### config.mk
export PLATFORM = sky130hd
export DESIGN_NAME = query_token_scanner_unit
export DESIGN_NICKNAME = d
export VERILOG_FILES = /design/src/rtl/core/qts_pkg.sv /design/src/rtl/core/qts_front.sv /design/src/rtl/core/qts_queue.sv /design/src/rtl/core/qts_back.sv /design/src/rtl/core/query_token_scanner_unit.sv
export SDC_FILE = /design/constraint.sdc
export NUM_CORES = 1
export LEC_CHECK = 0
export BUFFER_PORTS_ARGS = -buffer_cell sky130_fd_sc_hd__buf_2
export CAP_MARGIN = 5
export CORE_ASPECT_RATIO = 0.9
export CORE_MARGIN = 2
export CORE_UTILIZATION = 40
export CTS_CLUSTER_SIZE = 40
export DETAILED_ROUTE_END_ITERATION = 10
export PLACE_DENSITY = 0.61
export SYNTH_ARGS = -nofsm -noshare
export SYNTH_HDL_FRONTEND = slang
export SYNTH_SLANG_ARGS = --single-unit
### constraint.sdc
create_clock -name aclk -period 5.7 [get_ports aclk]
set_clock_uncertainty 0.1 [all_clocks]
set_input_delay 0.285 -clock aclk [delete_from_list [all_inputs] [get_ports aclk]]
set_output_delay 0.285 -clock aclk [all_outputs]
set_load 0.005 [all_outputs]
### src/rtl/core/qts_pkg.sv
// shared types, constants and character helpers of the query token scanner
`default_nettype none

package qts_pkg;

    // token length cap for number and identifier tokens
    localparam int MAX_TOKEN_CHARS = 255;

    // word queue between the front and back parts
    localparam int QUEUE_DEPTH = 2;
    localparam int QUEUE_PTR_W = $clog2(QUEUE_DEPTH);
    localparam int QUEUE_CNT_W = $clog2(QUEUE_DEPTH + 1);

    // result slots of one descriptor: held keyword letters, then close, token, close
    localparam int FLUSH_SLOTS = 5;
    localparam int NUM_SLOTS   = FLUSH_SLOTS + 3;
    localparam int SLOT_IDX_W  = $clog2(NUM_SLOTS);
    localparam logic [SLOT_IDX_W-1:0] SLOT_C1 = SLOT_IDX_W'(FLUSH_SLOTS);
    localparam logic [SLOT_IDX_W-1:0] SLOT_T  = SLOT_IDX_W'(FLUSH_SLOTS + 1);
    localparam logic [SLOT_IDX_W-1:0] SLOT_C2 = SLOT_IDX_W'(FLUSH_SLOTS + 2);

    // token kinds
    localparam logic [4:0] KIND_NUMBER  = 5'd0;
    localparam logic [4:0] KIND_IDENT   = 5'd1;
    localparam logic [4:0] KIND_SELECT  = 5'd2;
    localparam logic [4:0] KIND_INSERT  = 5'd3;
    localparam logic [4:0] KIND_UNKNOWN = 5'd17;

    // scanner modes
    typedef enum logic [1:0] {
        MODE_IDLE,
        MODE_NUMBER,
        MODE_IDENT,
        MODE_KEYWORD
    } scan_mode_t;

    // compact description of all results caused by one character
    typedef struct packed {
        logic [2:0] flush_n;
        logic       flush_ins;
        logic       c1_en;
        logic [4:0] c1_kind;
        logic       t_en;
        logic [4:0] t_kind;
        logic [7:0] t_char;
        logic       t_valid;
        logic       t_done;
        logic       c2_en;
        logic [4:0] c2_kind;
    } qts_desc_t;

    function automatic logic is_digit(input logic [7:0] c);
        return (c >= "0") && (c <= "9");
    endfunction

    function automatic logic is_alpha(input logic [7:0] c);
        return ((c >= "a") && (c <= "z")) || ((c >= "A") && (c <= "Z")) || (c == "_");
    endfunction

    function automatic logic is_space(input logic [7:0] c);
        return (c == " ") || (c == 8'h0D) || (c == 8'h09) || (c == 8'h0A);
    endfunction

    // symbol kinds in order, unknown for anything else
    function automatic logic [4:0] symbol_kind(input logic [7:0] c);
        logic [4:0] k;
        unique case (c)
            "+":     k = 5'd4;
            "-":     k = 5'd5;
            "*":     k = 5'd6;
            "!":     k = 5'd7;
            "(":     k = 5'd8;
            ")":     k = 5'd9;
            "/":     k = 5'd10;
            "=":     k = 5'd11;
            "?":     k = 5'd12;
            ",":     k = 5'd13;
            ".":     k = 5'd14;
            "&":     k = 5'd15;
            "|":     k = 5'd16;
            default: k = KIND_UNKNOWN;
        endcase
        return k;
    endfunction

    // keyword letter by position: first letter, then the five tail letters
    function automatic logic [7:0] kw_letter(input logic ins, input logic [2:0] idx);
        logic [7:0] ch;
        unique case (idx)
            3'd0:    ch = ins ? "I" : "S";
            3'd1:    ch = ins ? "N" : "E";
            3'd2:    ch = ins ? "S" : "L";
            3'd3:    ch = ins ? "E" : "E";
            3'd4:    ch = ins ? "R" : "C";
            3'd5:    ch = "T";
            default: ch = 8'h00;
        endcase
        return ch;
    endfunction

endpackage

`default_nettype wire

### src/rtl/core/qts_front.sv
// front part: accepts characters, tracks scanner state and builds result descriptors
`default_nettype none

module qts_front (
    input  wire logic              aclk,
    input  wire logic              aresetn,
    input  wire logic [7:0]        s_character,
    input  wire logic              s_end_of_query,
    input  wire logic              s_valid,
    output logic                   s_ready,
    output qts_pkg::qts_desc_t     desc,
    output logic                   desc_push,
    input  wire logic              desc_ready
);
    import qts_pkg::*;

    scan_mode_t mode_reg, mode_next;
    logic [7:0] len_reg, len_next;
    logic       ins_reg, ins_next;
    logic [2:0] matched_reg, matched_next;

    logic       accept;
    qts_desc_t  d;
    logic       common;
    logic       start_en;
    logic       app_en;
    scan_mode_t app_mode;
    logic [7:0] app_len;
    logic [8:0] len1;
    logic       kw_start;
    logic [2:0] held;
    scan_mode_t eff_mode;
    logic [7:0] eff_len;

    assign s_ready = desc_ready;
    assign accept  = s_valid && desc_ready;

    // state register
    always_ff @(posedge aclk) begin
        if (!aresetn) begin
            mode_reg    <= MODE_IDLE;
            len_reg     <= '0;
            ins_reg     <= 1'b0;
            matched_reg <= '0;
        end else if (accept) begin
            mode_reg    <= mode_next;
            len_reg     <= len_next;
            ins_reg     <= ins_next;
            matched_reg <= matched_next;
        end
    end

    // next state and descriptor for the offered character
    always_comb begin
        d            = '0;
        mode_next    = mode_reg;
        len_next     = len_reg;
        ins_next     = ins_reg;
        matched_next = matched_reg;
        eff_mode     = mode_reg;
        eff_len      = len_reg;
        common       = 1'b1;
        start_en     = 1'b0;
        app_en       = 1'b0;
        app_mode     = MODE_IDENT;
        app_len      = '0;
        len1         = '0;
        kw_start     = 1'b0;
        held         = '0;

        // keyword prefix match
        if (mode_reg == MODE_KEYWORD) begin
            held = (matched_reg < 3'd5) ? matched_reg : 3'd4;
            if ((matched_reg < 3'd5) &&
                (s_character == kw_letter(ins_reg, matched_reg + 3'd1))) begin
                common = 1'b0;
                if (matched_reg == 3'd4) begin
                    d.t_en       = 1'b1;
                    d.t_kind     = ins_reg ? KIND_INSERT : KIND_SELECT;
                    d.t_done     = 1'b1;
                    mode_next    = MODE_IDLE;
                    matched_next = '0;
                    len_next     = '0;
                end else begin
                    matched_next = matched_reg + 3'd1;
                end
            end else begin
                // failed match: held letters go out as an identifier
                d.flush_n    = held + 3'd1;
                d.flush_ins  = ins_reg;
                eff_mode     = MODE_IDENT;
                eff_len      = {5'd0, held} + 8'd1;
                matched_next = '0;
            end
        end

        // extend or close the pending token
        if (common) begin
            unique case (eff_mode)
                MODE_NUMBER: begin
                    if (is_digit(s_character) || (s_character == ".")) begin
                        app_en   = 1'b1;
                        app_mode = MODE_NUMBER;
                        app_len  = eff_len;
                    end else begin
                        d.c1_en   = 1'b1;
                        d.c1_kind = KIND_NUMBER;
                        start_en  = 1'b1;
                    end
                end
                MODE_IDENT: begin
                    if (is_alpha(s_character) || is_digit(s_character)) begin
                        app_en   = 1'b1;
                        app_mode = MODE_IDENT;
                        app_len  = eff_len;
                    end else begin
                        d.c1_en   = 1'b1;
                        d.c1_kind = KIND_IDENT;
                        start_en  = 1'b1;
                    end
                end
                MODE_IDLE:    start_en = 1'b1;
                MODE_KEYWORD: start_en = 1'b0;
            endcase
        end

        // start a new token
        if (start_en) begin
            mode_next = MODE_IDLE;
            len_next  = '0;
            if (is_space(s_character)) begin
                app_en = 1'b0;
            end else if (is_digit(s_character)) begin
                app_en   = 1'b1;
                app_mode = MODE_NUMBER;
            end else if (is_alpha(s_character)) begin
                if ((s_character == "S") || (s_character == "I")) begin
                    mode_next    = MODE_KEYWORD;
                    ins_next     = (s_character == "I");
                    matched_next = '0;
                    kw_start     = 1'b1;
                end else begin
                    app_en   = 1'b1;
                    app_mode = MODE_IDENT;
                end
            end else begin
                d.t_en   = 1'b1;
                d.t_kind = symbol_kind(s_character);
                d.t_done = 1'b1;
                if (d.t_kind == KIND_UNKNOWN) begin
                    d.t_char  = s_character;
                    d.t_valid = 1'b1;
                end
            end
        end

        // append a payload character, closing at the length cap
        if (app_en) begin
            d.t_en    = 1'b1;
            d.t_kind  = (app_mode == MODE_NUMBER) ? KIND_NUMBER : KIND_IDENT;
            d.t_char  = s_character;
            d.t_valid = 1'b1;
            len1      = {1'b0, app_len} + 9'd1;
            if (len1 >= 9'(MAX_TOKEN_CHARS)) begin
                d.c2_en   = 1'b1;
                d.c2_kind = d.t_kind;
                mode_next = MODE_IDLE;
                len_next  = '0;
            end else begin
                mode_next = app_mode;
                len_next  = len1[7:0];
            end
        end

        // end of query closes whatever is pending
        if (s_end_of_query) begin
            unique case (mode_next)
                MODE_KEYWORD: begin
                    d.c2_en   = 1'b1;
                    d.c2_kind = KIND_IDENT;
                    if (kw_start) begin
                        d.t_en    = 1'b1;
                        d.t_kind  = KIND_IDENT;
                        d.t_char  = s_character;
                        d.t_valid = 1'b1;
                    end else begin
                        d.flush_n   = matched_next + 3'd1;
                        d.flush_ins = ins_next;
                    end
                end
                MODE_NUMBER, MODE_IDENT: begin
                    d.c2_en   = 1'b1;
                    d.c2_kind = (mode_next == MODE_NUMBER) ? KIND_NUMBER : KIND_IDENT;
                end
                MODE_IDLE: d.c2_en = d.c2_en;
            endcase
            mode_next    = MODE_IDLE;
            len_next     = '0;
            matched_next = '0;
        end
    end

    assign desc      = d;
    assign desc_push = accept && ((d.flush_n != 3'd0) || d.c1_en || d.t_en || d.c2_en);

    // checks
    a_kw_count: assert property (@(posedge aclk) disable iff (!aresetn)
        (mode_reg == MODE_KEYWORD) |-> (matched_reg < 3'd5))
        else $error("keyword match count out of range");
    a_len_cap: assert property (@(posedge aclk) disable iff (!aresetn)
        ((mode_reg == MODE_NUMBER) || (mode_reg == MODE_IDENT)) |->
        ({1'b0, len_reg} < 9'(MAX_TOKEN_CHARS)))
        else $error("token length passed the cap");
    a_end_idle: assert property (@(posedge aclk) disable iff (!aresetn)
        (accept && s_end_of_query) |=> ((mode_reg == MODE_IDLE) && (len_reg == 8'd0)))
        else $error("scanner not idle after end of query");

endmodule

`default_nettype wire

### src/rtl/core/qts_queue.sv
// short descriptor queue between the front and back parts
`default_nettype none

module qts_queue (
    input  wire logic              aclk,
    input  wire logic              aresetn,
    input  wire logic              push,
    input  wire qts_pkg::qts_desc_t in_desc,
    output logic                   in_ready,
    output logic                   out_valid,
    output qts_pkg::qts_desc_t     out_desc,
    input  wire logic              pop
);
    import qts_pkg::*;

    qts_desc_t               entry_reg [QUEUE_DEPTH];
    logic [QUEUE_PTR_W-1:0]  wr_ptr_reg, rd_ptr_reg;
    logic [QUEUE_CNT_W-1:0]  count_reg;

    assign in_ready  = (count_reg != QUEUE_CNT_W'(QUEUE_DEPTH));
    assign out_valid = (count_reg != '0);
    assign out_desc  = entry_reg[rd_ptr_reg];

    // storage, no reset needed
    always_ff @(posedge aclk) begin
        if (push) begin
            entry_reg[wr_ptr_reg] <= in_desc;
        end
    end

    // pointers and fill count
    always_ff @(posedge aclk) begin
        if (!aresetn) begin
            wr_ptr_reg <= '0;
            rd_ptr_reg <= '0;
            count_reg  <= '0;
        end else begin
            if (push) begin
                wr_ptr_reg <= (wr_ptr_reg == QUEUE_PTR_W'(QUEUE_DEPTH - 1)) ?
                              '0 : wr_ptr_reg + 1'b1;
            end
            if (pop) begin
                rd_ptr_reg <= (rd_ptr_reg == QUEUE_PTR_W'(QUEUE_DEPTH - 1)) ?
                              '0 : rd_ptr_reg + 1'b1;
            end
            if (push && !pop) begin
                count_reg <= count_reg + 1'b1;
            end else if (pop && !push) begin
                count_reg <= count_reg - 1'b1;
            end
        end
    end

    // checks
    a_no_underflow: assert property (@(posedge aclk) disable iff (!aresetn)
        pop |-> (count_reg != '0))
        else $error("pop from empty queue");

endmodule

`default_nettype wire

### src/rtl/core/qts_back.sv
// back part: expands descriptors into result words through an output register
`default_nettype none

module qts_back (
    input  wire logic              aclk,
    input  wire logic              aresetn,
    input  wire logic              q_valid,
    input  wire qts_pkg::qts_desc_t q_desc,
    output logic                   q_pop,
    output logic [4:0]             m_token_kind,
    output logic [7:0]             m_payload_char,
    output logic                   m_char_valid,
    output logic                   m_token_done,
    output logic                   m_run_last,
    output logic                   m_valid,
    input  wire logic              m_ready
);
    import qts_pkg::*;

    qts_desc_t              cur_reg, cur_next;
    logic [NUM_SLOTS-1:0]   mask_reg, mask_next;
    logic [NUM_SLOTS-1:0]   rest;
    logic [SLOT_IDX_W-1:0]  idx;
    logic                   out_free;
    logic                   emit;

    logic                   valid_reg, valid_next;
    logic [4:0]             kind_reg, kind_next;
    logic [7:0]             char_reg, char_next;
    logic                   cval_reg, cval_next;
    logic                   done_reg, done_next;
    logic                   last_reg, last_next;

    function automatic logic [NUM_SLOTS-1:0] slot_mask(input qts_desc_t dd);
        logic [NUM_SLOTS-1:0] m;
        m = '0;
        for (int k = 0; k < FLUSH_SLOTS; k++) begin
            m[k] = (3'(k) < dd.flush_n);
        end
        m[SLOT_C1] = dd.c1_en;
        m[SLOT_T]  = dd.t_en;
        m[SLOT_C2] = dd.c2_en;
        return m;
    endfunction

    // pick the lowest pending slot
    always_comb begin
        idx = '0;
        for (int k = NUM_SLOTS - 1; k >= 0; k--) begin
            if (mask_reg[k]) begin
                idx = SLOT_IDX_W'(k);
            end
        end
    end

    assign rest     = mask_reg & (mask_reg - 1'b1);
    assign out_free = !valid_reg || m_ready;
    assign emit     = out_free && (mask_reg != '0);
    assign q_pop    = q_valid && ((mask_reg == '0) || (emit && (rest == '0)));

    // result word for the chosen slot and next sequencer state
    always_comb begin
        cur_next   = cur_reg;
        mask_next  = mask_reg;
        valid_next = valid_reg && !m_ready;
        kind_next  = kind_reg;
        char_next  = char_reg;
        cval_next  = cval_reg;
        done_next  = done_reg;
        last_next  = last_reg;

        if (emit) begin
            valid_next = 1'b1;
            last_next  = (rest == '0);
            mask_next  = rest;
            if (idx < SLOT_C1) begin
                kind_next = KIND_IDENT;
                char_next = kw_letter(cur_reg.flush_ins, 3'(idx));
                cval_next = 1'b1;
                done_next = 1'b0;
            end else begin
                unique case (idx)
                    SLOT_C1: begin
                        kind_next = cur_reg.c1_kind;
                        char_next = 8'h00;
                        cval_next = 1'b0;
                        done_next = 1'b1;
                    end
                    SLOT_T: begin
                        kind_next = cur_reg.t_kind;
                        char_next = cur_reg.t_char;
                        cval_next = cur_reg.t_valid;
                        done_next = cur_reg.t_done;
                    end
                    default: begin
                        kind_next = cur_reg.c2_kind;
                        char_next = 8'h00;
                        cval_next = 1'b0;
                        done_next = 1'b1;
                    end
                endcase
            end
        end

        if (q_pop) begin
            cur_next  = q_desc;
            mask_next = slot_mask(q_desc);
        end
    end

    // sequencer and output register
    always_ff @(posedge aclk) begin
        if (!aresetn) begin
            mask_reg  <= '0;
            valid_reg <= 1'b0;
        end else begin
            mask_reg  <= mask_next;
            valid_reg <= valid_next;
        end
    end

    always_ff @(posedge aclk) begin
        cur_reg  <= cur_next;
        kind_reg <= kind_next;
        char_reg <= char_next;
        cval_reg <= cval_next;
        done_reg <= done_next;
        last_reg <= last_next;
    end

    assign m_valid        = valid_reg;
    assign m_token_kind   = kind_reg;
    assign m_payload_char = char_reg;
    assign m_char_valid   = cval_reg;
    assign m_token_done   = done_reg;
    assign m_run_last     = last_reg;

    // checks
    a_last_marks_end: assert property (@(posedge aclk) disable iff (!aresetn)
        (emit && (rest == '0)) |=> (m_valid && m_run_last))
        else $error("final word of an item lacks run_last");

endmodule

`default_nettype wire

### src/rtl/core/query_token_scanner_unit.sv
// top level of the query token scanner
`default_nettype none

// Streaming query lexer. One raw byte is taken per s_ word; whitespace is
// skipped, numbers and identifiers stream out one payload word per character
// followed by an end marker (capped at 255 characters), uppercase SELECT and
// INSERT prefixes become keyword tokens, thirteen symbols become single tokens
// and any other byte an unknown token. s_end_of_query closes what is pending.
// Timing: the front part takes one character per clock while its two-word
// descriptor queue has room; the back part sends one result word per clock
// from its output register while m_ready is high. Every item produces result
// words at the back: one for most characters, none for whitespace or a
// keyword letter that is held, up to seven when a held keyword prefix is
// flushed. The back part's one-word-per-clock output register sets the
// sustained rate. With the back part idle, an accepted word is stored in the
// descriptor queue, loaded into the sequencer and then written to the output
// register, where m_valid rises.
module query_token_scanner_unit (
    input  wire logic       aclk,
    input  wire logic       aresetn,
    input  wire logic [7:0] s_character,
    input  wire logic       s_end_of_query,
    input  wire logic       s_valid,
    output logic            s_ready,
    output logic [4:0]      m_token_kind,
    output logic [7:0]      m_payload_char,
    output logic            m_char_valid,
    output logic            m_token_done,
    output logic            m_run_last,
    output logic            m_valid,
    input  wire logic       m_ready
);
    import qts_pkg::*;

    qts_desc_t front_desc;
    qts_desc_t back_desc;
    logic      desc_push;
    logic      desc_ready;
    logic      q_valid;
    logic      q_pop;

    // character classification and scanner state
    qts_front u_front (
        .aclk           (aclk),
        .aresetn        (aresetn),
        .s_character    (s_character),
        .s_end_of_query (s_end_of_query),
        .s_valid        (s_valid),
        .s_ready        (s_ready),
        .desc           (front_desc),
        .desc_push      (desc_push),
        .desc_ready     (desc_ready)
    );

    // descriptor queue
    qts_queue u_queue (
        .aclk      (aclk),
        .aresetn   (aresetn),
        .push      (desc_push),
        .in_desc   (front_desc),
        .in_ready  (desc_ready),
        .out_valid (q_valid),
        .out_desc  (back_desc),
        .pop       (q_pop)
    );

    // result sequencer
    qts_back u_back (
        .aclk           (aclk),
        .aresetn        (aresetn),
        .q_valid        (q_valid),
        .q_desc         (back_desc),
        .q_pop          (q_pop),
        .m_token_kind   (m_token_kind),
        .m_payload_char (m_payload_char),
        .m_char_valid   (m_char_valid),
        .m_token_done   (m_token_done),
        .m_run_last     (m_run_last),
        .m_valid        (m_valid),
        .m_ready        (m_ready)
    );

endmodule

`default_nettype wire

# After elaboration in Yosys (flattened, before gate mapping)
# Memory sizes are Yosys's and may differ from the RTL's. A register that Yosys moved wholly into a read port is not among the register bits.
# Index checks and enable logic that the tools add are counted.
# word_totals
ff_bits	69
ram_bits	64
input_bits	13
out_inout_bits	18
elab_cells	277
mem_count	1
# op_classes
add_sub_neg	10
magnitude_cmp	14
n_eq_ne	43
mux	141
n_bitwise	1
n_reduce_logical	46
# memory_table
name	words	word_bits	read_ports	rd_ports_with_merged_regs	wr	line	source
u_queue.entry_reg	2	32	1	1	1	qts_queue.sv:16	qts_desc_t entry_reg [QUEUE_DEPTH];
# ops
op	n
$mux 8	17
$eq 8x6->1 const B	13
$pmux 8 s6	2
$pmux 5 s13	1
$mux 16	4
$mux 15	4
$mux 3	18
$mux 6	9
$mux 5	10
$mux 2	23
$mux 1	38
$eq 8x7->1 const B	4
$mux 4	7
$eq 8x4->1 const B	3
$pmux 5 s2	2
$eq 3x3->1 const B	6
$ge 8x7->1 const B	2
$le 8x7->1 const B	2
$logic_not 8->1	2
$pmux 8 s2	1
$logic_or 1x1->1	13
$eq 3x2->1 const B	4
$logic_and 1x1->1	12
$pmux 6 s2	1
other kinds (34)	57

# Depth between registers and ports, before layout
# Gate-level depths: netlist (run 1).
# logic_depth
depth_word	30
depth_mapped	22
mapped_depth_nobuf	21

# Modules after synthesis
# From an unflattened synthesis (run 1), not the netlist that was laid out.
# hier_totals
hier_cells	653
area_unflattened_um2	7111.8
# modules_own_cells
module	n_inst	cells_per_inst	area_each_um2	seq_area_each_um2
qts_queue	1	122	2528.7	2021.9
qts_front	1	352	2374.8	280.3
qts_back	1	179	2208.4	1441.4

# Least setup slack after synthesis (run 1)
# Ideal clock, no wire load.
# synth_timing
path_type	register -> register
start	reg u_front.matched_reg[0]
end	mem u_queue.entry_reg[0][0] (netlist name), enable pin
setup_time_ps	408
arrival_ps	4735
required_time_ps	5192
slack_ps	458
path_stages_with_launch	20
n_path_buf	1
synth_period_minus_slack_ps	5242
path_cell_list	dfxtp_1 > inv_1 > ha_1 > buf_2 > nor3b_1 > nor4_1 > nor3b_1 > o2111ai_4 > nor2_2 > nor2_1 > a22oi_1 > nor2_1 > ha_1 > nor2b_1 > o211ai_1 > or4_1 > nand2_1 > a2bb2oi_1 > a31oi_1 > nor2b_1
# synth_via
elab_chain_len	28
word_cells_on_any_way	98
cone_classes	5 x add/sub; 2 x order compare; 13 x eq/ne; 68 x mux; 10 x reduce/logical
# synth_rtl
element	line	source
start, declared	qts_front.sv:20	logic [2:0] matched_reg, matched_next;
start signal, assigned	qts_front.sv:49	matched_reg <= matched_next;
branches (longest 24 deep; another with $add 8x1->9)	n/a	
$logic_or 1x1->1 *	qts_front.sv:204	assign desc_push = accept && ((d.flush_n != 3'd0) || d.c1_en || d.t_en || d.c2_en);
$logic_and 1x1->1 *	qts_front.sv:204	
$mux 1 *	qts_queue.sv:26	if (push) begin
$mux 1 (implied by the code) *	qts_queue.sv:27	entry_reg[wr_ptr_reg] <= in_desc;
end, declared	qts_queue.sv:16	
# Every way passes the cells marked *. The select of a mux whose other input is x is not followed.

# Worst setup path in the final report (run 1)
# layout_timing
start	reg u_front.matched_reg[1]
end	reg u_queue.count_reg[1]
# layout_via
elab_chain_len	29
word_cells_on_any_way	101
cone_classes	5 x add/sub; 2 x order compare; 13 x eq/ne; 67 x mux; 14 x reduce/logical
# layout_rtl
element	line	source
branches (longest 24 deep; another with $add 8x1->9)	n/a	
$logic_or 1x1->1 *	qts_front.sv:204	
$logic_and 1x1->1 *	qts_front.sv:204	
$logic_not 1->1	qts_queue.sv:48	end else if (pop && !push) begin
$logic_and 1x1->1	qts_queue.sv:48	
$reduce_bool 2->1 (no source line)	n/a	
end signal, assigned	qts_queue.sv:47	count_reg <= count_reg + 1'b1;
end signal, assigned	qts_queue.sv:49	count_reg <= count_reg - 1'b1;
end, declared	qts_queue.sv:18	logic [QUEUE_CNT_W-1:0] count_reg;
# Marked as above.
# A chain may end at the register's enable or synchronous reset.

==> results of run 1 <==
layout make-up:
type	count	area share [%]
repair buffers	35	2.762
clock inverters	7	1.086
inverters	16	0.8838
flip-flops and latches	110	44.50
well taps	202	3.719
multi-input cells	445	43.73
clock buffers	9	3.314
Yosys cell counts (all sizes together), types with 4 or more instances:
library cell | instances | share of area (%)
nor3b | 6 | 0.90
nor4 | 4 | 0.40
o21ai | 30 | 2.4
ha | 10 | 2.0
a31oi | 4 | 0.50
nand3 | 19 | 1.6
nand4 | 5 | 0.50
clkbuf | 31 | 1.9
nor2b | 20 | 2.0
mux2 | 19 | 3.4
mux2i | 8 | 1.3
o21a | 8 | 0.97
xnor2 | 9 | 1.3
inv | 16 | 0.97
buf | 11 | 0.88
o211ai | 5 | 0.82
a211oi | 10 | 1.3
nor2 | 65 | 4.0
a21o | 4 | 0.48
o31a | 5 | 0.70
and2 | 12 | 1.2
and3 | 15 | 1.5
dfxtp | 28 | 9.0
a22oi | 6 | 0.72
nand2b | 9 | 0.90
nand2 | 46 | 2.8
and4b | 4 | 0.64
or2 | 4 | 0.40
edfxtp | 82 | 40
a21oi | 27 | 2.2
or3 | 6 | 0.60
or4 | 4 | 0.48
nor3 | 14 | 1.1
a21boi | 7 | 0.84
a22o | 4 | 0.56
o31ai | 8 | 0.97
layer usage:
metal,vias to the layer above,GRT usage [%]
li1,2288,-
met5,-,0
met2,109,26.49
met1,2229,22.90
met3,20,4.420
met4,0,6.055
how the worst max path moves through the flow:
stage,to,slack [ns],depth (start not counted)
CTS,u_queue.entry_reg[1][0]$_DFFE_PP_,0.25,17
global placement,u_queue.entry_reg[1][15]$_DFFE_PP_,0.54,17
global route,u_queue.count_reg[1]$_SDFFE_PN0P_,0.16,21
floorplan,u_queue.entry_reg[0][0]$_DFFE_PP_,0.46,19
finish,u_queue.count_reg[1]$_SDFFE_PN0P_,0.55,21
detailed placement,u_queue.entry_reg[1][20]$_DFFE_PP_,0.27,17
where the power goes:
group	internal (mW)	switching, mW	total (mW)
clock	0.310	0.308	0.618
sequential	1.18	0.0983	1.28
combinational	0.360	0.603	0.963
total	1.85	1.01	2.86
through the flow:
step | util (%) | instances
after global placement | 42.35 | 808
after detailed placement | 42.35 | 808
after floorplan | - | 613
after CTS | 44.30 | 824
final | 44.32 | 824
after global routing | 44.32 | 824
what timing repair did:
action,4_1_cts,5_1_grt
setup buffers,0,0
setup endpoints to repair,0,25
resized for setup,0,2
cells by family after synthesis:
kind of cell,Yosys count
mux,27
xor+xnor,12
buf+inv,58
flops,110
fa+ha+maj,11
compound gates,150
simple gates,245
==> impl_metrics.toml, run 1 <==
[yosys]
synth_enable_flop_cells = 82
synth_seq_cells = 110
ys_seq_area_share_pct = 48.57
synth_fa_ha_area_share_pct = 2.171
synth.net_count = 636
async_reset_ff_share_pct = 0
most_common_flop_cell_mapped_by_yosys = "sky130_fd_sc_hd__edfxtp_1"
synth.area.mux_share_pct = 4.725
synth_compound_area_share_pct = 18.36
largest_family_of_logic_cells_by_synthesized_area = "simple AND/OR/NAND/NOR gates"
synth.lib_cells_used.distinct = 79
post_synth_and_or_nand_nor_area_fraction_pct = 20.75
gate_count_of_the_mapped_netlist = 613
share_of_the_synthesized_netlist_area_taken_by_xor_and_xnor_gates_pct = 1.689
netlist_area_before_placement_sq_um = 6223
ys.warnings.count = 0
postSynthAreaPerCell_sq_um = 10.15

[clock_network]
clock_network_latency_to_the_later_pin_of_the_worst_skew_pair_ns = 0.35
clk_pin_slew_ns = 0.08
clock_tree.buffer_depth = 2
tritoncts_clock_tree = "yes"
clk_root_buffer_cell = "sky130_fd_sc_hd__clkbuf_16"
post_cts_hold_buffer_count = 0
clkSinkCount = 110
cts_inserted_buffers = 9
clock_tree.htree_level_count = 3

[route]
drcViolationCount = 0
vias_after_detailed_routing = 4646
drt.antenna.violating_nets = 0
highest_layer = "met4"
wl_met3_microns = 522
vias_per_cell = 5.638
drt_iter0_markers = 391
detailroute.wirelength.met2_mm = 6.127
wl_met1_mm = 6.371
drt-pass1-iter-count = 5
final_wirelength_mm = 13.27
post_drt_wl_per_cell_microns = 16.10

[global_route]
first_global_vias = 4460
grt_first_pass_wirelength_mm = 22.11
antenna_violations_before_repair = 0
global_route.overflow_total = 0
grt_max_degree = 37
grtUsageTotal_pct = 16.96

[floorplanning]
die_height_microns = 122.3
num_rows = 43
die_w_microns = 135.5
core_region_area_sq_um = 15330
num_io_pins = 31
design.die.area_sq_um = 16570
start_util_pct = 40.59

[layout]
nNetsFinal = 640
synthToLayoutAreaGrowth_pct = 9.188
finalInstanceArea_sq_um = 6795
fraction_of_final_layout_cells_sized_beyond_drive_strength_1_pct = 14.63
num_antenna_cells = 0
final_cell_mix = "sky130_fd_sc_hd__edfxtp_1, sky130_fd_sc_hd__nor2_1, sky130_fd_sc_hd__nand2_1, sky130_fd_sc_hd__buf_2"
area.sequential_sq_um = 3024
mostFrequentLayoutCell = "sky130_fd_sc_hd__edfxtp_1"
multi_input_area_sq_um = 2972
largest_reg_flops = 48
fillers = 1469

[setup_path]
crit_path_max_fanout = 12
r2r-end = "u_queue.count_reg[1]$_SDFFE_PN0P_"
worstRegToRegCells = 21
critical_path_origin = "u_front.matched_reg[1]$_SDFFE_PN0P_"
data_required_time_at_the_worst_endpoint_ns = 5.88
critPathSlowestCell = "sky130_fd_sc_hd__or4_1"
r2r-start = "u_front.matched_reg[1]$_SDFFE_PN0P_"
cp-start-kind = "register"
worst_path_dominant_cell_family = "simple AND/OR/NAND/NOR gates"
worstPathCellList = "inv_1 -> ha_1 -> o21a_1 -> o211ai_1 -> o311ai_0 -> buf_4 -> nand2_1 -> nor2_2 -> nor2_1 -> a22oi_1 -> nor2_1 -> ha_1 -> nor2b_1 -> o211ai_1 -> or4_1 -> nand2_1 -> a2bb2oi_1 -> a31oi_1 -> ha_1 -> or3_1 -> a21boi_0"
ff2ff_setup_slack_ns = 0.55
setup.worst_path.end_class = "register"
top_cell_by_count_worst_path = "sky130_fd_sc_hd__ha_1"
worstSetupPathType = "reg -> reg"
crit_arrival_ns = 5.33
max_stage_delay_ns = 0.60
critical_path_buf_inv_count = 2

[timing]
final-hold-violation-count = 0
worst_hold_margin_ns = 0.2201
final.min_clock_period_ns = 5.146
layout_worst_path_cycle_share_pct = 90.29
totalNegativeSetupSlack_ns = 0
maxSlewViolCount = 0
max_freq_mhz = 194.3
max_slew.worst_pin.slew_ns = 1.146
setup_viol_count_final = 0
final_critical_path_setup_slack_ns = 0.5536
max_slew_margin_pct = 23.33
unrepaired_setup_endpoints_after_global_routing = "no"

[power_and_ir_drop]
vdd_drop_max_mv = 0.2911
total_power_of_the_final_layout_mw = 2.865
powerDensity_nw_per_um2 = 421.6
power_leakage_nw = 2.408

[flow_run]
cap_violations = 0

[placement]
post_placement_worst_setup_slack_ns = 0.2730
dp.final_hpwl_mm = 9.424
io_buffers = 30
postPlaceCellArea_sq_um = 6494
gpl.final_weighted_congestion = 0.8960

[worst_hold_path]
hp-start = "s_character[7]"
hold_endpoint = "u_queue.entry_reg[0][15]$_DFFE_PP_"
timing.hold.worst.class = "in -> reg"
holdPathStages = 1

[run_status]
run_status = "finished clean"
(Power assumes the default switching activity.)
==> run 2: changes to the inputs <==
--- a/config.mk
+++ b/config.mk
@@ -6,13 +6,13 @@
 export NUM_CORES = 1
 export LEC_CHECK = 0
 export BUFFER_PORTS_ARGS = -buffer_cell sky130_fd_sc_hd__buf_2
-export CAP_MARGIN = 5
+export CAP_MARGIN = 30
 export CORE_ASPECT_RATIO = 0.9
 export CORE_MARGIN = 2
-export CORE_UTILIZATION = 40
+export CORE_UTILIZATION = 55
 export CTS_CLUSTER_SIZE = 40
 export DETAILED_ROUTE_END_ITERATION = 10
-export PLACE_DENSITY = 0.61
+export PLACE_DENSITY = 0.78
 export SYNTH_ARGS = -nofsm -noshare
 export SYNTH_HDL_FRONTEND = slang
 export SYNTH_SLANG_ARGS = --single-unit
==> constraint.sdc (replaced) <==
create_clock -name aclk -period 5.2 [get_ports aclk]
set_clock_uncertainty 0.1 [all_clocks]
set_input_delay 0.26 -clock aclk [delete_from_list [all_inputs] [get_ports aclk]]
set_output_delay 0.26 -clock aclk [all_outputs]
set_load 0.005 [all_outputs]
==> run 2 against run 1 <==
Net effect:
- register-to-register slack lost 0.08 ns
- die area fell by 26%
- largest cell class unchanged
- highest routed layer unchanged
- clock power up 8.4%
- maximum frequency rose by 8.8%
==> impl_metrics.toml, run 2 (synthesized netlist as in run 1, its figures left out) <==
[setup_path]
worst_path_dominant_cell_family = "simple AND/OR/NAND/NOR gates"
top_cell_by_count_worst_path = "sky130_fd_sc_hd__ha_1"
crit_arrival_ns = 4.90
worstPathCellList = "ha_1 -> xnor2_2 -> a21oi_1 -> a311o_1 -> nand2_1 -> nor2_2 -> nor2_2 -> a22oi_1 -> nor2_1 -> ha_1 -> nor2b_2 -> o211ai_1 -> or4_1 -> nand2_1 -> a2bb2oi_2 -> a31oi_2 -> ha_1 -> or3_1 -> a21boi_0"
crit_path_max_fanout = 11
worstSetupPathDepth = 19
critPathSlowestCell = "sky130_fd_sc_hd__or4_1"
ff2ff_setup_slack_ns = 0.47
max_stage_delay_ns = 0.56
critical_path_buf_inv_count = 0
worstSetupPathType = "reg -> reg"
cp-start-kind = "register"
data_required_time_at_the_worst_endpoint_ns = 5.37
worstRegToRegCells = 19
setup.worst_path.end_class = "register"

[floorplanning]
die_w_microns = 116.1
num_io_pins = 31
design.die.area_sq_um = 12180
start_util_pct = 56.86
num_rows = 36
core_region_area_sq_um = 10950
die_height_microns = 104.9

[global_route]
grt_first_pass_wirelength_mm = 20.44
grt_max_degree = 37
global_route.overflow_total = 0
grtUsageTotal_pct = 21.16
first_global_vias = 4299
antenna_violations_before_repair = 0

[timing]
layout_worst_path_cycle_share_pct = 90.95
final.min_clock_period_ns = 4.729
max_freq_mhz = 211.5
maxSlewViolCount = 0
totalNegativeSetupSlack_ns = 0
final_critical_path_setup_slack_ns = 0.4708
unrepaired_setup_endpoints_after_global_routing = "no"
setup_viol_count_final = 0
final-hold-violation-count = 0
max_slew_margin_pct = 41.06
max_slew.worst_pin.slew_ns = 0.8841

[layout]
nNetsFinal = 644
num_antenna_cells = 0
final_core_utilization_pct = 62.23
final_cell_mix = "sky130_fd_sc_hd__edfxtp_1, sky130_fd_sc_hd__nor2_1, sky130_fd_sc_hd__nand2_1, sky130_fd_sc_hd__buf_2, sky130_fd_sc_hd__a21oi_1"
mostFrequentLayoutCell = "sky130_fd_sc_hd__edfxtp_1"
fraction_of_final_layout_cells_sized_beyond_drive_strength_1_pct = 16.45
synthToLayoutAreaGrowth_pct = 9.449
largest_reg_flops = 48
fillers = 877

[route]
vias_after_detailed_routing = 4702
drcViolationCount = 0
drt.antenna.violating_nets = 0
post_drt_wl_per_cell_microns = 15.87
drt-pass1-iter-count = 6
drt_iter0_markers = 519
vias_per_cell = 6.044
final_wirelength_mm = 12.35

[clock_network]
clkSinkCount = 110
clk_pin_slew_ns = 0.08
clock_tree.buffer_depth = 2
clock_network_latency_to_the_later_pin_of_the_worst_skew_pair_ns = 0.35
clock_tree.htree_level_count = 3
cts_inserted_buffers = 9
tritoncts_clock_tree = "yes"
post_cts_hold_buffer_count = 0
clk_root_buffer_cell = "sky130_fd_sc_hd__clkbuf_16"

[placement]
gpl.final_weighted_congestion = 0.9240
io_buffers = 30
dp.final_hpwl_mm = 8.767
post_placement_worst_setup_slack_ns = 0.07280

[power_and_ir_drop]
power_leakage_nw = 2.434
powerDensity_nw_per_um2 = 462.5
vdd_drop_max_mv = 0.2030

[flow_run]
cap_violations = 0

[run_status]
run_status = "finished clean"

[worst_hold_path]
holdPathStages = 1
timing.hold.worst.class = "in -> reg"
==> run 2: cell types whose count changed in the layout (fill, tap and decap cells not counted), moves of 2 or more <==
cell	change
sky130_fd_sc_hd__buf_4	+3
sky130_fd_sc_hd__ha_2	+2
sky130_fd_sc_hd__ha_1	-2
sky130_fd_sc_hd__inv_8	+2
==> run 2: area by class of cell <==
class,instances,area (sq um),area share (%)
clock inverter,7,72.57,1.065
timing repair buffer,39,230.2,3.380
inverter,16,60.06,0.8817
sequential,110,3025,44.42
multi-input combinational,445,3008,44.16
tap,152,190.2,2.792
clock buffer,9,225.2,3.306
==> run 2: power breakdown <==
group	leakage [nW]	internal [mW]	switching (mW)
sequential	1.00	1.29	0.110
combinational	1.28	0.415	0.661
clock	0.149	0.341	0.329
total	2.43	2.05	1.10
==> run 2: metrics by stage <==
stage / power, mW / hold WS [ns] / instances / cell area, sq um
after floorplan: 2.204 / 0.3622 / 613 / 6226
after global placement: 2.431 / 0.3705 / 761 / 6466
after detailed placement: 2.484 / 0.4062 / 762 / 6474
after CTS: 3.156 / 0.1440 / 778 / 6771
after global routing: 3.361 / 0.1578 / 778 / 6812
final: 3.151 / 0.1588 / 778 / 6812
==> run 2: path summary, 6_finish.rpt <==
kind	start	endpoint
max reg2reg	u_front.matched_reg[0]$_SDFFE_PN0P_	u_queue.count_reg[1]$_SDFFE_PN0P_
min reg2reg	u_queue.wr_ptr_reg$_SDFFE_PN0N_	u_queue.wr_ptr_reg$_SDFFE_PN0N_
min	s_character[7]	u_queue.entry_reg[0][15]$_DFFE_PP_
max	u_front.matched_reg[0]$_SDFFE_PN0P_	u_queue.count_reg[1]$_SDFFE_PN0P_
==> run 2: repair_timing <==
item / CTS / global route
setup buffers: 0 / 0
resized for setup: 0 / 11
setup endpoints to repair: 0 / 64
==> run 2: per-layer routing <==
layer	vias up	share of wire [%]	wire, microns	global-route usage, %
met1	2221	46	5694	28.82
met5	-	0	0	0
met2	163	47	5818	33.58
li1	2306	-	-	-
met4	0	1.1	130	6.463
met3	12	5.7	706	4.988
==> run 3: changes to the inputs <==
--- a/config.mk
+++ b/config.mk
@@ -5,9 +5,10 @@
 export SDC_FILE = /design/constraint.sdc
 export NUM_CORES = 1
 export LEC_CHECK = 0
+export ABC_AREA = 1
 export BUFFER_PORTS_ARGS = -buffer_cell sky130_fd_sc_hd__buf_2
 export CAP_MARGIN = 30
-export CORE_ASPECT_RATIO = 0.9
+export CORE_ASPECT_RATIO = 1.2
 export CORE_MARGIN = 2
 export CORE_UTILIZATION = 55
 export CTS_CLUSTER_SIZE = 40
==> run 3 against run 2 <==
Net effect:
- die area shrank 4.4%
- sequential share of layout area grew 1.9 points
- via count fell by 3.5%
- maximum frequency increased by 5.7%
- critical endpoint unchanged
- highest routed layer unchanged
- wire length decreased by 3.8%
- synthesized cell count is 9.8% higher
- register-to-register slack gained 0.25 ns
- final area decreased by 4.3%
- total power decreased by 6.2%
- sequential power down 3%
- utilization shrank 0.23 points
- hold slack worse by 0.087 ns
==> impl_metrics.toml, run 3 <==
[clock_network]
tritoncts_clock_tree = "yes"
clock_network_latency_to_the_later_pin_of_the_worst_skew_pair_ns = 0.35
cts_inserted_buffers = 9
cts_repair_resized_insts = 0
clk_root_buffer_cell = "sky130_fd_sc_hd__clkbuf_16"
clk_pin_slew_ns = 0.07
clkSinkCount = 110
post_cts_hold_buffer_count = 0
clock_tree.buffer_depth = 2
clock_tree.htree_level_count = 3
post-cts-setup-buffer-count = 0

[timing]
final_critical_path_setup_slack_ns = 0.7248
max_freq_mhz = 223.5
maxSlewViolCount = 0
setup_viol_count_final = 0
totalNegativeSetupSlack_ns = 0
final-hold-violation-count = 0
final.min_clock_period_ns = 4.475
unrepaired_setup_endpoints_after_global_routing = "no"
layout_worst_path_cycle_share_pct = 86.06
max_slew_margin_pct = 51.60
max_slew.worst_pin.slew_ns = 0.7253

[global_route]
grt_max_degree = 26
grtUsageTotal_pct = 21.39
grt_first_pass_wirelength_mm = 20.06
first_global_vias = 4447
antenna_violations_before_repair = 0
global_route.overflow_total = 0

[yosys]
netlist_area_before_placement_sq_um = 5936
async_reset_ff_share_pct = 0
ys_seq_area_share_pct = 50.93
postSynthAreaPerCell_sq_um = 8.820
synth_largest_area_cell = "sky130_fd_sc_hd__edfxtp_1"
most_common_flop_cell_mapped_by_yosys = "sky130_fd_sc_hd__edfxtp_1"
synth_enable_flop_cells = 82
synth.net_count = 696
synth.lib_cells_used.distinct = 49
synth.top_cells.by_area = "sky130_fd_sc_hd__edfxtp_1, sky130_fd_sc_hd__dfxtp_1, sky130_fd_sc_hd__nand2_1"
ys.warnings.count = 0
ys_top_cells_by_count = "sky130_fd_sc_hd__nand2_1, sky130_fd_sc_hd__inv_1, sky130_fd_sc_hd__edfxtp_1, sky130_fd_sc_hd__nor2_1"
gate_count_of_the_mapped_netlist = 673
yosysMostFrequentCell = "sky130_fd_sc_hd__nand2_1"
synth_seq_cells = 110
netlist.area_leader.share_pct = 41.48

[worst_hold_path]
holdPathStages = 1
timing.hold.worst.class = "in -> reg"
hold_endpoint = "u_queue.entry_reg[0][15]$_DFFE_PP_"
hp-start = "s_character[7]"

[setup_path]
max_stage_delay_ns = 0.44
cp-start-kind = "register"
crit_path_max_fanout = 6
critPathSlowestCell = "sky130_fd_sc_hd__dfxtp_1"
ff2ff_setup_slack_ns = 0.72
top_cell_by_count_worst_path = "sky130_fd_sc_hd__nand2_1"
worstRegToRegCells = 32
setup.worst_path.end_class = "register"
crit_arrival_ns = 4.61
data_required_time_at_the_worst_endpoint_ns = 5.33
critical_path_origin = "u_front.matched_reg[0]$_SDFFE_PN0P_"
r2r-start = "u_front.matched_reg[0]$_SDFFE_PN0P_"
r2r-end = "u_queue.count_reg[1]$_SDFFE_PN0P_"
worstSetupPathType = "reg -> reg"

[flow_run]
cap_violations = 0

[route]
drt_iter0_markers = 235
detailroute.wirelength.met2_mm = 6.122
vias_per_cell = 5.397
wl_met1_mm = 4.970
wl_met3_microns = 449
highest_layer = "met4"
post_drt_wl_per_cell_microns = 14.12
drt.antenna.violating_nets = 0
final_wirelength_mm = 11.88
drt-pass1-iter-count = 7
drcViolationCount = 0
vias_after_detailed_routing = 4539

[layout]
final_cell_mix = "sky130_fd_sc_hd__nand2_1, sky130_fd_sc_hd__inv_1, sky130_fd_sc_hd__edfxtp_1, sky130_fd_sc_hd__nor2_1"
mostFrequentLayoutCell = "sky130_fd_sc_hd__nand2_1"
fillers = 857
num_antenna_cells = 0
fraction_of_final_layout_cells_sized_beyond_drive_strength_1_pct = 16.15
nNetsFinal = 730
synthToLayoutAreaGrowth_pct = 9.844
largest_reg_flops = 48

[placement]
post_placement_worst_setup_slack_ns = 0.7786
io_buffers = 30
dp.final_hpwl_mm = 9.050
gpl.final_weighted_congestion = 0.9015

[floorplanning]
num_rows = 41
design.die.area_sq_um = 11640
die_height_microns = 117.8
die_w_microns = 98.84
core_region_area_sq_um = 10520
start_util_pct = 56.44
num_io_pins = 31

[power_and_ir_drop]
vdd_drop_max_mv = 0.1874
power_leakage_nw = 2.769
powerDensity_nw_per_um2 = 453.2

[run_status]
run_status = "finished clean"
[run 3: cell types whose count changed in the layout (fill, tap and decap cells not counted), sizes merged, moves of 7 or more]
| cell | before | now |
|---|---|---|
| a211oi | 10 | 1 |
| and3 | 15 | 0 |
| mux2i | 8 | 0 |
| nor2b | 20 | 0 |
| and2 | 12 | 2 |
| inv | 20 | 104 |
| nand2b | 9 | 0 |
| nand4 | 5 | 12 |
| nand3 | 19 | 44 |
| o21a | 8 | 0 |
| nand2 | 46 | 147 |
| nor2 | 65 | 88 |
| xnor2 | 9 | 0 |
| a21oi | 27 | 41 |
[run 3: worst max-delay path: cells and delay by family, from the launching register on]
family | cells | cell delay, ns
flops | 1 | 0.44
compound gates | 6 | 0.87
simple gates | 19 | 1.76
fa+ha+maj | 3 | 0.78
buf+inv | 4 | 0.39
[run 3: power breakdown]
| part | internal [mW] | switching, mW |
|---|---|---|
| combinational | 0.317 | 0.577 |
| clock | 0.392 | 0.306 |
| sequential | 1.27 | 0.0936 |
| total | 1.98 | 0.977 |
[run 3: per-layer routing]
metal	global-route usage, %	vias up
met5	0	-
met4	10.27	0
met3	3.860	28
met2	37.46	109
met1	25.01	2075
li1	-	2327
[run 3: layout make-up]
cell class | count | area, sq um | area share [%]
Timing Repair Buffer | 35 | 195.2 | 2.994
Sequential cell | 110 | 3023 | 46.36
Clock buffer | 11 | 242.7 | 3.723
Inverter | 103 | 389.1 | 5.968
Tap cell | 129 | 161.4 | 2.476
Clock inverter | 5 | 65.06 | 0.9979
Multi-Input combinational cell | 448 | 2444 | 37.48
[run 3: worst max path at each step]
stage / slack (ns) / to / depth (start not counted)
finish: 0.72 / u_queue.count_reg[1]$_SDFFE_PN0P_ / 32
global route: 0.18 / u_queue.count_reg[1]$_SDFFE_PN0P_ / 32
CTS: 0.75 / u_queue.count_reg[1]$_SDFFE_PN0P_ / 32
detailed placement: 0.78 / u_queue.count_reg[1]$_SDFFE_PN0P_ / 31
global placement: 0.94 / u_queue.count_reg[1]$_SDFFE_PN0P_ / 30
floorplan: 0.73 / u_queue.entry_reg[0][0]$_DFFE_PP_ / 27
[run 3: metrics by stage]
| stage | total power, mW | utilization (%) | cell area, sq um | cells | hold slack (ns) |
|---|---|---|---|---|---|
| after floorplan | 1.995 | - | 5936 | 673 | 0.2808 |
| after global placement | 2.223 | 58.93 | 6197 | 824 | 0.3344 |
| after detailed placement | 2.274 | 59.07 | 6212 | 825 | 0.3578 |
| after CTS | 2.970 | 62.00 | 6520 | 841 | 0.05809 |
| after global routing | 3.142 | 62.00 | 6520 | 841 | 0.06274 |
| final | 2.955 | 62.00 | 6520 | 841 | 0.07194 |
[run 3: cells by family after synthesis]
kind of cell	share of synthesized area, %
mux	3.605
simple gates	24.47
xor+xnor	0.2952
flops	50.93
compound gates	10.65
fa+ha+maj	2.108
buf+inv	7.947
